==> config.mk <==
export PLATFORM = sky130hd
export DESIGN_NAME = mag_hard_soft_iron_calibration
export DESIGN_NICKNAME = d
export VERILOG_FILES = /design/src/rtl/core/mhsic_pkg.sv /design/src/rtl/core/mag_hard_soft_iron_calibration.sv /design/src/rtl/core/mhsic_div.sv /design/src/rtl/core/mhsic_lane.sv
export SDC_FILE = /design/constraint.sdc
export NUM_CORES = 2
export LEC_CHECK = 0
export BUFFER_PORTS_ARGS = -buffer_cell sky130_fd_sc_hd__clkbuf_2
export CORE_MARGIN = 3
export CORE_UTILIZATION = 45
export CTS_CLUSTER_SIZE = 30
export DETAILED_ROUTE_END_ITERATION = 8
export PLACE_DENSITY = 0.63
export SLEW_MARGIN = 20
export SYNTH_ARGS = -nofsm -noshare
export SYNTH_HDL_FRONTEND = slang
export SYNTH_SLANG_ARGS = --single-unit
export TNS_END_PERCENT = 100
==> constraint.sdc <==
create_clock -name clock -period 7.8 [get_ports clock]
set_clock_uncertainty 0.1 [all_clocks]
set_input_delay 0.39 -clock clock [delete_from_list [all_inputs] [get_ports clock]]
set_output_delay 0.39 -clock clock [all_outputs]
set_load 0.05 [all_outputs]
==> src/rtl/core/mhsic_pkg.sv <==
// Package for the magnetometer hard/soft-iron calibration block.
// Holds the mode and sequencer types, status codes and the lane control struct.
// No dependencies.
`default_nettype none

package mhsic_pkg;

   localparam int SAMPLE_W = 16;
   localparam logic [15:0] CAL_SAMPLES_RESET = 16'd2000;

   typedef enum logic [1:0] {
      MODE_IDLE = 2'd0,
      MODE_CAL  = 2'd1,
      MODE_DONE = 2'd2
   } mode_type;

   typedef enum logic [2:0] {
      ST_IDLE,
      ST_SUB,
      ST_MUL,
      ST_DIV,
      ST_EMIT
   } fsm_type;

   typedef logic [1:0] status_type;

   localparam status_type STAT_PASS   = 2'd0;
   localparam status_type STAT_CAL    = 2'd1;
   localparam status_type STAT_FINISH = 2'd2;
   localparam status_type STAT_CORR   = 2'd3;

   typedef struct packed {
      logic ld_held;
      logic track;
      logic clr_track;
      logic ld_off;
   } lane_ctl_type;

endpackage

`default_nettype wire

==> src/rtl/core/mag_hard_soft_iron_calibration.sv <==
// Three-axis magnetometer min/max hard- and soft-iron calibration, top level.
// Pass-through, start and calibrating samples go from idle to the emit state; corrected
// samples pass the subtract and multiply states first; the sample that finishes
// calibration waits in the divide state on two serial dividers, one quotient bit a cycle.
// One item is in process at a time. Synchronous reset clears mode, count, held readings,
// min/max and offsets, sets both gains to one and loads cal_samples with 2000.
`default_nettype none

module mag_hard_soft_iron_calibration #(
   parameter int GAIN_FRAC_BITS = 14
) (
   input  wire logic        clock,
   input  wire logic        reset,
   input  wire logic        csr_we,
   input  wire logic [15:0] csr_wdata,
   input  wire logic        req_tvalid,
   output logic             req_tready,
   input  wire logic [47:0] req_tdata,  // raw_x, raw_y, raw_z
   input  wire logic [1:0]  req_tuser,  // req_type, overflow
   output logic             rsp_tvalid,
   input  wire logic        rsp_tready,
   output logic [47:0]      rsp_tdata,  // out_x, out_y, out_z
   output logic [1:0]       rsp_tuser   // status
);
   import mhsic_pkg::*;

   localparam int GW = GAIN_FRAC_BITS + 4;
   localparam logic [GW-1:0] GAIN_ONE = GW'(64'd1 << GAIN_FRAC_BITS);

   fsm_type      state_ff, state_in;
   mode_type     mode_ff, mode_in;
   logic [15:0]  count_ff, count_in;
   logic [15:0]  cal_samples_ff;
   status_type   stat_ff, stat_in;
   logic [GW-1:0] gain_y_ff, gain_y_in;
   logic [GW-1:0] gain_z_ff, gain_z_in;
   logic         rsp_valid_ff, rsp_valid_in;
   logic [47:0]  rsp_data_ff, rsp_data_in;
   status_type   rsp_user_ff, rsp_user_in;

   lane_ctl_type ctl;
   logic         accept;
   logic         div_start;
   logic [15:0]  cnt_inc;
   logic signed [15:0] held_x, held_y, held_z;
   logic signed [15:0] corr_x, corr_y, corr_z;
   logic [15:0]  rng_x, rng_y, rng_z;
   logic         busy_y, busy_z;
   logic [GW-1:0] div_gain_y, div_gain_z;

   assign req_tready = (state_ff == ST_IDLE);
   assign accept     = req_tvalid && req_tready;
   assign cnt_inc    = count_ff + 16'd1;

   always_comb begin
      state_in     = state_ff;
      mode_in      = mode_ff;
      count_in     = count_ff;
      stat_in      = stat_ff;
      gain_y_in    = gain_y_ff;
      gain_z_in    = gain_z_ff;
      rsp_valid_in = rsp_valid_ff && !rsp_tready;
      rsp_data_in  = rsp_data_ff;
      rsp_user_in  = rsp_user_ff;
      ctl          = '0;
      div_start    = 1'b0;
      case (state_ff)
         ST_IDLE: begin
            if (accept) begin
               state_in = ST_EMIT;
               if (req_tuser[0]) begin
                  stat_in = STAT_CAL;
                  if (mode_ff != MODE_CAL) begin
                     ctl.clr_track = 1'b1;
                     count_in      = '0;
                     mode_in       = MODE_CAL;
                  end
               end else begin
                  ctl.ld_held = ~req_tuser[1];
                  case (mode_ff)
                     MODE_CAL: begin
                        if (cnt_inc < cal_samples_ff) begin
                           ctl.track = 1'b1;
                           count_in  = cnt_inc;
                           stat_in   = STAT_CAL;
                        end else begin
                           ctl.ld_off    = 1'b1;
                           ctl.clr_track = 1'b1;
                           div_start     = 1'b1;
                           count_in      = '0;
                           mode_in       = MODE_DONE;
                           stat_in       = STAT_FINISH;
                           state_in      = ST_DIV;
                        end
                     end
                     MODE_DONE: begin
                        stat_in  = STAT_CORR;
                        state_in = ST_SUB;
                     end
                     default: begin
                        stat_in = STAT_PASS;
                     end
                  endcase
               end
            end
         end
         ST_SUB: begin
            state_in = ST_MUL;
         end
         ST_MUL: begin
            state_in = ST_EMIT;
         end
         ST_DIV: begin
            if (!busy_y && !busy_z) begin
               gain_y_in = div_gain_y;
               gain_z_in = div_gain_z;
               state_in  = ST_EMIT;
            end
         end
         ST_EMIT: begin
            if (!rsp_valid_ff || rsp_tready) begin
               rsp_valid_in = 1'b1;
               rsp_user_in  = stat_ff;
               if (stat_ff == STAT_CORR) begin
                  rsp_data_in = {corr_z, corr_y, corr_x};
               end else begin
                  rsp_data_in = {held_z, held_y, held_x};
               end
               state_in = ST_IDLE;
            end
         end
         default: begin
            state_in = ST_IDLE;
         end
      endcase
   end

   always_ff @(posedge clock) begin
      if (reset) begin
         state_ff       <= ST_IDLE;
         mode_ff        <= MODE_IDLE;
         count_ff       <= '0;
         cal_samples_ff <= CAL_SAMPLES_RESET;
         gain_y_ff      <= GAIN_ONE;
         gain_z_ff      <= GAIN_ONE;
         rsp_valid_ff   <= 1'b0;
      end else begin
         state_ff     <= state_in;
         mode_ff      <= mode_in;
         count_ff     <= count_in;
         gain_y_ff    <= gain_y_in;
         gain_z_ff    <= gain_z_in;
         rsp_valid_ff <= rsp_valid_in;
         if (csr_we) begin
            cal_samples_ff <= csr_wdata;
         end
      end
      stat_ff     <= stat_in;
      rsp_data_ff <= rsp_data_in;
      rsp_user_ff <= rsp_user_in;
   end

   mhsic_lane #(.FRAC(GAIN_FRAC_BITS), .NEGATE(1'b1)) u_lane_x (
      .clock (clock),
      .reset (reset),
      .ctl   (ctl),
      .raw   (req_tdata[15:0]),
      .gain  (GAIN_ONE),
      .held  (held_x),
      .corr  (corr_x),
      .rng   (rng_x)
   );

   mhsic_lane #(.FRAC(GAIN_FRAC_BITS), .NEGATE(1'b1)) u_lane_y (
      .clock (clock),
      .reset (reset),
      .ctl   (ctl),
      .raw   (req_tdata[31:16]),
      .gain  (gain_y_ff),
      .held  (held_y),
      .corr  (corr_y),
      .rng   (rng_y)
   );

   mhsic_lane #(.FRAC(GAIN_FRAC_BITS), .NEGATE(1'b0)) u_lane_z (
      .clock (clock),
      .reset (reset),
      .ctl   (ctl),
      .raw   (req_tdata[47:32]),
      .gain  (gain_z_ff),
      .held  (held_z),
      .corr  (corr_z),
      .rng   (rng_z)
   );

   mhsic_div #(.FRAC(GAIN_FRAC_BITS)) u_div_y (
      .clock (clock),
      .reset (reset),
      .start (div_start),
      .num   (rng_x),
      .den   (rng_y),
      .busy  (busy_y),
      .gain  (div_gain_y)
   );

   mhsic_div #(.FRAC(GAIN_FRAC_BITS)) u_div_z (
      .clock (clock),
      .reset (reset),
      .start (div_start),
      .num   (rng_x),
      .den   (rng_z),
      .busy  (busy_z),
      .gain  (div_gain_z)
   );

   assign rsp_tvalid = rsp_valid_ff;
   assign rsp_tdata  = rsp_data_ff;
   assign rsp_tuser  = rsp_user_ff;

   a_one_at_a_time: assert property (@(posedge clock) disable iff (reset)
      accept |=> !req_tready)
      else $error("input accepted while an item is still in process");

   a_div_only_in_div: assert property (@(posedge clock) disable iff (reset)
      (busy_y || busy_z) |-> state_ff == ST_DIV)
      else $error("gain divider busy outside the divide state");

   a_count_idle: assert property (@(posedge clock) disable iff (reset)
      mode_ff != MODE_CAL |-> count_ff == '0)
      else $error("sample count nonzero outside calibration");

   a_gain_untouched: assert property (@(posedge clock) disable iff (reset)
      mode_ff == MODE_IDLE |-> gain_y_ff == GAIN_ONE && gain_z_ff == GAIN_ONE)
      else $error("gains changed before any calibration finished");

endmodule

`default_nettype wire

==> src/rtl/core/mhsic_div.sv <==
// Restoring serial divider that forms one soft-iron gain, one quotient bit per cycle.
// Saturates on a zero divisor or a quotient above the unsigned Q4.FRAC format. Uses mhsic_pkg.
`default_nettype none

module mhsic_div #(
   parameter int FRAC = 14
) (
   input  wire logic              clock,
   input  wire logic              reset,
   input  wire logic              start,
   input  wire logic [15:0]       num,
   input  wire logic [15:0]       den,
   output logic                   busy,
   output logic [FRAC+3:0]        gain
);
   import mhsic_pkg::*;

   localparam int W  = SAMPLE_W + FRAC;
   localparam int GW = FRAC + 4;
   localparam int CW = $clog2(W + 1);

   logic          busy_ff, busy_in;
   logic [CW-1:0] cnt_ff, cnt_in;
   logic [W-1:0]  dvd_ff, dvd_in;
   logic [15:0]   rem_ff, rem_in;
   logic [15:0]   den_ff, den_in;
   logic [16:0]   rem_sh;
   logic [17:0]   diff;
   logic          qbit;

   always_comb begin
      rem_sh  = {rem_ff, dvd_ff[W-1]};
      diff    = {1'b0, rem_sh} - {2'b00, den_ff};
      qbit    = ~diff[17];
      busy_in = busy_ff;
      cnt_in  = cnt_ff;
      dvd_in  = dvd_ff;
      rem_in  = rem_ff;
      den_in  = den_ff;
      if (start) begin
         busy_in = 1'b1;
         cnt_in  = CW'(W);
         dvd_in  = {num, {FRAC{1'b0}}};
         rem_in  = '0;
         den_in  = den;
      end else if (busy_ff) begin
         cnt_in  = cnt_ff - 1'b1;
         busy_in = (cnt_ff != CW'(1));
         dvd_in  = {dvd_ff[W-2:0], qbit};
         rem_in  = qbit ? diff[15:0] : rem_sh[15:0];
      end
   end

   always_ff @(posedge clock) begin
      if (reset) begin
         busy_ff <= 1'b0;
         cnt_ff  <= '0;
      end else begin
         busy_ff <= busy_in;
         cnt_ff  <= cnt_in;
      end
      dvd_ff <= dvd_in;
      rem_ff <= rem_in;
      den_ff <= den_in;
   end

   always_comb begin
      if (den_ff == '0 || (|dvd_ff[W-1:GW])) begin
         gain = '1;
      end else begin
         gain = dvd_ff[GW-1:0];
      end
   end

   assign busy = busy_ff;

endmodule

`default_nettype wire

==> src/rtl/core/mhsic_lane.sv <==
// One axis lane: held reading, min/max tracking, offset and gain correction. Uses mhsic_pkg.
// Correction runs as subtract, multiply, round toward zero, negate if NEGATE, then saturate.
`default_nettype none

module mhsic_lane #(
   parameter int FRAC   = 14,
   parameter bit NEGATE = 1'b1
) (
   input  wire logic                       clock,
   input  wire logic                       reset,
   input  wire mhsic_pkg::lane_ctl_type    ctl,
   input  wire logic signed [15:0]         raw,
   input  wire logic [FRAC+3:0]            gain,
   output logic signed [15:0]              held,
   output logic signed [15:0]              corr,
   output logic [15:0]                     rng
);
   import mhsic_pkg::*;

   localparam int GW = FRAC + 4;
   localparam int PW = GW + 18;
   localparam logic signed [PW-1:0] BIAS    = PW'((64'sd1 <<< FRAC) - 64'sd1);
   localparam logic signed [PW-1:0] POS_LIM = PW'(32767);
   localparam logic signed [PW-1:0] NEG_LIM = PW'(-32768);

   logic signed [15:0] held_ff, held_in;
   logic signed [15:0] min_ff, min_in;
   logic signed [15:0] max_ff, max_in;
   logic signed [15:0] off_ff, off_in;
   logic signed [16:0] diff_ff, diff_in;
   logic signed [PW-1:0] prod_ff, prod_in;
   logic signed [16:0] sum;
   logic signed [16:0] sum_adj;
   logic signed [GW:0] gain_s;
   logic signed [PW-1:0] prod_b;
   logic signed [PW-1:0] quo;
   logic signed [PW-1:0] quo_n;

   always_comb begin
      held_in = ctl.ld_held ? raw : held_ff;
      min_in  = min_ff;
      max_in  = max_ff;
      if (ctl.clr_track) begin
         min_in = '0;
         max_in = '0;
      end else if (ctl.track) begin
         if (held_in < min_ff) begin
            min_in = held_in;
         end
         if (held_in > max_ff) begin
            max_in = held_in;
         end
      end
      sum     = {min_ff[15], min_ff} + {max_ff[15], max_ff};
      sum_adj = sum + {16'd0, sum[16]};
      off_in  = ctl.ld_off ? sum_adj[16:1] : off_ff;
      diff_in = {held_ff[15], held_ff} - {off_ff[15], off_ff};
      gain_s  = $signed({1'b0, gain});
      prod_in = gain_s * diff_ff;
   end

   always_ff @(posedge clock) begin
      if (reset) begin
         held_ff <= '0;
         min_ff  <= '0;
         max_ff  <= '0;
         off_ff  <= '0;
      end else begin
         held_ff <= held_in;
         min_ff  <= min_in;
         max_ff  <= max_in;
         off_ff  <= off_in;
      end
      diff_ff <= diff_in;
      prod_ff <= prod_in;
   end

   always_comb begin
      prod_b = prod_ff + (prod_ff[PW-1] ? BIAS : '0);
      quo    = prod_b >>> FRAC;
      quo_n  = NEGATE ? -quo : quo;
      if (quo_n > POS_LIM) begin
         corr = 16'sh7fff;
      end else if (quo_n < NEG_LIM) begin
         corr = -16'sh8000;
      end else begin
         corr = quo_n[15:0];
      end
   end

   assign held = held_ff;
   assign rng  = max_ff - min_ff;

endmodule

`default_nettype wire

# Word level (Yosys, flattened, before mapping)
# Cells that the tools add are included.
dict set report classes {
  bitwise_logic 3
  order_cmp 13
  n_mul 2
  muxes 62
  eq_ne 15
  reduce_logical 32
  addsub 22
}
# operator n
set op_table {}
lappend op_table {{$mux W16} 15}
lappend op_table {{$mux W30} 4}
lappend op_table {{$add A36 B14 Y36} 2}
lappend op_table {{$gt A36 B16 Y1 const B} 2}
lappend op_table {{$lt A36 B16 Y1 const B} 2}
lappend op_table {{$mul A19 B17 Y36} 2}
lappend op_table {{$neg A22 Y36} 2}
lappend op_table {{$lt A16 B16 Y1} 4}
lappend op_table {{$add A16 B16 Y17} 3}
lappend op_table {{$add A17 B1 Y17} 3}
lappend op_table {{$sub A16 B16 Y17} 3}
lappend op_table {{$gt A16 B16 Y1} 3}
lappend op_table {{$mux W48} 1}
lappend op_table {{$sub A16 B16 Y16} 3}
lappend op_table {{$mux W14} 3}
lappend op_table {{$mux W18} 2}
lappend op_table {{$sub A17 B16 Y18} 2}
lappend op_table {{$add A31 B15 Y32} 1}
lappend op_table {{$logic_not A16 Y1} 2}
lappend op_table {{$reduce_or A12 Y1} 2}
lappend op_table {{$gt A22 B16 Y1 const B} 1}
lappend op_table {{$lt A22 B16 Y1 const B} 1}
lappend op_table {{$mux W5} 4}
lappend op_table {{$mux W3} 6}
lappend op_table {{other kinds (27)} 76}
dict set report totals {
  register_bits 594
  output_inout_bits 52
}

# Longest topological paths before layout
dict set report logic_depth {
  ltp_word 10
  ltp_mapped 26
  mapped_depth_nobuf 25
}

# Modules after synthesis
# Synthesis repeated with hierarchy kept, for this count alone.
dict set report unflattened {
  cells_unflattened 7609
  area_unflattened_um2 67656.1
}
# module area_per_inst_um2 cells_per_inst instances
set by_module_without_submodules {}
lappend by_module_without_submodules {{mhsic_lane (u_lane_y)} 18311.3 2140 1}
lappend by_module_without_submodules {{mhsic_lane (u_lane_x)} 18159.9 2116 1}
lappend by_module_without_submodules {{mhsic_lane (u_lane_z)} 17919.7 2041 1}
lappend by_module_without_submodules {mhsic_div 3772.4 383 2}
lappend by_module_without_submodules {mag_hard_soft_iron_calibration 5720.5 546 1}

# Worst setup path before layout
# Ideal clock, no wire load.
dict set report synth_path {
  path_kind {register -> register}
  start {reg gain_z_ff[16]}
  end {reg u_lane_z.prod_ff[34]}
  path_stages_with_launch 26
  setup_slack_ns 1.216
  synth_period_minus_slack_ns 6.584
  arrival_ns 6.366
  setup_ns 0.118
  required_ns 7.582
  n_path_buf 2
  path_cell_list {dfxtp_1 > clkbuf_1 > clkbuf_1 > nand2_1 > fa_1 > inv_1 > fa_1 > inv_1 > fa_1 > inv_1 > fa_1 > fa_1 > inv_1 > fa_1 > inv_1 > ha_1 > a21o_1 > a21oi_1 > o21ai_0 > nor4_1 > nor2_1 > a221oi_1 > a211oi_1 > a211oi_1 > a21oi_1 > xnor2_1}
}
dict set report synth_between {
  elab_chain_len 1
}
# item line_no
set synth_lines {}
lappend synth_lines {{start: declaration} mag_hard_soft_iron_calibration.sv:36} ;# logic [GW-1:0] gain_z_ff, gain_z_in;
lappend synth_lines {{start signal: assignment} mag_hard_soft_iron_calibration.sv:152} ;# gain_z_ff <= gain_z_in;
lappend synth_lines {{$mul A19 B17 Y36} mhsic_lane.sv:59} ;# prod_in = gain_s * diff_ff;
lappend synth_lines {{via u_lane_z.prod_in[34]} mhsic_lane.sv:31} ;# logic signed [PW-1:0] prod_ff, prod_in;
lappend synth_lines {{end signal: assignment} mhsic_lane.sv:75} ;# prod_ff <= prod_in;
lappend synth_lines {{end: declaration} mhsic_lane.sv:31}
# The timed path passes the listed nets, and every way through them passes these cells.
# A chain may end at the register's enable or synchronous reset.

# Worst setup path after layout
dict set report layout_path {
  start {reg gain_z_ff[12]}
  end {reg u_lane_z.prod_ff[35]}
}
# The elaborated chain is that of the path after synthesis.

==> flow_summary_export.csv <==
group,metric,value,unit
logic_synthesis,yosysWarningCount,0,
drt,vias_per_cell,5.306,
die,std_cell_rows,126,
logic_synthesis,synth_seq_cells,594,
cts,cts-root-buf,"clkbuf_16",
cts,clock_transition_at_the_register_clock_pins_on_the_worst_setup_and_hold_paths_after_cts,60,ps
logic_synthesis,mappedNetlistArea,53820,um^2
sta,max-slew-margin-rel,31.76,%
drt,drc,0,
power,report.power.total,9.515,mW
sta,fin_tns_setup,0,ps
drt,drt_pass1_iterations,5,
worst_hold_path,worst_hold_path.num_cells,2,
drt,ant_nets,0,
die,core_region_area,118400,um^2
sta,rsz_0062_raised_after_global_routing,"no",
logic_synthesis,dominantRegCellSynth,"dfxtp_1",
sta,fin_crit,7197,ps
sta,timing.final.crit_share,92.27,%
cts,post_cts_resized,0,
global_routing,pin_count_of_the_biggest_net_entering_global_routing,78,
worst_hold_path,min_path_type,"primary input to register",
logic_synthesis,async_flop_share,0,%
sta,timing.final.max_slew_violations,0,
cts,cts_tree,"built",
final_layout,area_delta_synth_final,8.611,%
logic_synthesis,synth.net_count,7211,
final_layout,fill_cells,11190,
cts,clock_latency,630,ps
drt,first_iteration_detailed_routing_drc_count,2490,
final_layout,final_layout_size_suffix_gt1_share,6.929,%
place,hpwlAfterDp,106900,um
die,effective_utilization_at_floorplan,45.46,%
logic_synthesis,ys_seq_area_share,24.25,%
power,power_density,162.8,nW/um^2
die,pin_count,123,
power,sw_frac_of_total,33.32,%
power,share_seq_of_total_power,38.9,%
global_routing,grt_first_pass_wirelength,218200,um
power,p_comb_share,26.1,%
final_layout,multi_input_comb_area,36450,um^2
power,internal_dissipation,6.345,mW
cts,cts-root-to-sink-buffers,3,
setup_path,startpoint_type,"register",
die,area_of_the_die,123800,um^2
sta,fin_ws,602.6,ps
run,max_cap_viol_count,0,
cts,h-tree-depth,3,
power,power.ir.vdd_worst,148.0,uV
global_routing,grt_overflow_total,0,
logic_synthesis,synth-edff-count,116,
final_layout,layout_commonest_cell,"inv_1",
sta,finalHoldViolations,0,
drt,routedWlPerCell,17.37,um
place,port-buffer-count,122,
power,total_switching_power,3.170,mW
final_layout,n_antenna_cell,0,
global_routing,grt_pass1_vias,41050,
setup_path,rr_worst_depth,23,
global_routing,initial_antenna_violation_count,5,
final_layout,final_cell_mix,"inv_1 (916), nand2_1 (631), ha_1 (581), fa_1 (489), dfxtp_1 (476)",
global_routing,globalRouteTotalUtil,21.96,%
logic_synthesis,synth_cells,6070,
final_layout,seq_area,13060,um^2
setup_path,worstPathMaxFanout,18,
place,placement.setup.worst_slack,719.9,ps
logic_synthesis,syn_avg_cell_area,8.867,um^2
die,die_height,351.8,um
power,power.share.clock,35.0,%
sta,fmax,0.1389,GHz
logic_synthesis,synthDistinctLibCells,93,
cts,postCtsSetupBuffers,0,
cts,cts.sink_count,594,
sta,timing.hold.ws,53.70,ps
sta,setup_viol_count_final,0,
place,gp_congestion,0.9068,
final_layout,numnets_final,7234,
setup_path,path_class,"register to register",
die,die-width,351.8,um
drt,route.vias.total,41110,
power,leakagePower,27.05,nW
drt,drt-total-wl,134600,um
setup_path,crit_arrival,7660,ps
setup_path,crit_path_end_kind,"register",
setup_path,worst-endpoint-required,8260,ps
outcome,outcome,"finished clean",
sta,tightestPinTransition,1023,ps
cts,cts_inserted_buffers,70,
[power groups by stage]
stage                     clock [mW]  combinational (mW)  sequential (mW)
final                           3.33                2.48             3.70
after global routing            3.53                2.80             3.74
after CTS                       3.42                2.50             3.69
after detailed placement           0                2.47             3.76
after global placement             0                2.45             3.75
after floorplan                    0                1.86             3.63
[worst paths after layout]
kind / start / endpoint / slack (ps)
setup / recovery: gain_z_ff[12]$_SDFFE_PP0P_ / u_lane_z.prod_ff[35]$_DFF_P_ / 600
hold / removal: req_tuser[0] / stat_ff[0]$_SDFFCE_PP1P_ / 50
setup reg to reg: gain_z_ff[12]$_SDFFE_PP0P_ / u_lane_z.prod_ff[35]$_DFF_P_ / 600
hold reg to reg: u_lane_x.diff_ff[12]$_DFF_P_ / u_lane_x.prod_ff[26]$_DFF_P_ / 220
[stage by stage]
step,std cells,util [%],instance area [um^2]
after floorplan,6070,-,53820
after global placement,7604,47.27,55970
after detailed placement,7604,47.27,55970
after CTS,7748,49.36,58450
after global routing,7748,49.37,58450
final,7748,49.37,58450
[per-layer routing]
layer	up-vias	global-route usage, %	share of wire (%)
met4	0	5.924	2.6
met2	936	37.38	47
met3	192	2.830	5.1
li1	19970	-	-
met5	-	0	0
met1	20010	29.41	45
[registers in the layout, summed over array words and instances (netlist names), 17 cells and up]
name / count
gain_z_ff: 18
u_div_y.dvd_ff: 30
u_div_z.dvd_ff: 30
u_lane_y.prod_ff: 36
u_lane_z.diff_ff: 17
u_lane_z.prod_ff: 36
u_lane_y.diff_ff: 17
gain_y_ff: 18
u_lane_x.diff_ff: 17
u_lane_x.prod_ff: 17
rsp_tdata: 48
[synth_stat cells, drive strengths merged, types with 10 or more instances]
cell type	n	area, um^2
inv	917	3442
nand2	634	2380
ha	581	7269
fa	489	9789
dfxtp	478	9569
nor2	440	1652
and2	301	1883
a21oi	251	1313
clkbuf	217	814.5
xnor2	204	1787
o21ai	175	879.6
mux2i	117	1171
edfxtp	116	3483
a211oi	106	808.3
nor3	99	506.7
nand3	80	400.4
xor2	75	656.9
nand2b	72	450.4
a21o	59	442.9
nor2b	55	344.1
mux2	48	540.5
a21boi	40	300.3
or3	38	237.7
o211ai	37	282.8
o221a	35	394.1
nor4	34	219.0
and3	32	200.2
nand4	32	206.5
o21a	32	240.2
a31oi	25	156.4
buf	24	108.8
o21bai	24	180.2
or2	17	106.4
nand3b	13	97.59
o2111ai	13	113.9
o31ai	13	97.59
or4	13	97.59
a211o	10	87.58
a22oi	10	75.07
[critical path, stage by stage, from the launching register on]
cell and delay (ps):
dfxtp_1 830, nand2_1 160, fa_1 540, inv_1 50
fa_1 520, inv_1 50, fa_1 490, inv_1 50
fa_1 530, inv_1 50, fa_1 470, inv_1 50
fa_1 440, ha_1 350, o21a_1 140, o21ai_0 170
o41ai_1 710, a31oi_1 280, a21oi_1 310, a211oi_1 120
nor3_1 300, a21oi_1 110, o21bai_1 150, xnor2_1 130
[layout make-up]
| cell class | count | area share (%) |
|---|---|---|
| Multi-Input combinational cell | 4314 | 62.35 |
| Clock buffer | 106 | 3.523 |
| Sequential cell | 594 | 22.33 |
| Clock inverter | 21 | 0.4260 |
| Tap cell | 1600 | 3.425 |
| Timing Repair Buffer | 192 | 2.021 |
| Inverter | 921 | 5.921 |
[repair_timing]
item | in CTS | in global routing
setup endpoints to repair | 0 | 0
hold buffers | 17 | 0
endpoints found under the hold margin | 17 | 0
[cells by family (layout without fill, tap and decap cells)]
kind of cell	count (synthesis)	after routing	synth area share [%]
AO/OA/AOI/OAI	915	915	11.47
XOR/XNOR	279	279	4.540
adder cells (fa/ha/maj)	1070	1070	31.70
buffers and inverters	1162	1240	8.139
flip-flops	594	594	24.25
multiplexers	165	165	3.180
AND/OR/NAND/NOR	1885	1885	16.72
Power figures use the tool's default switching activity.
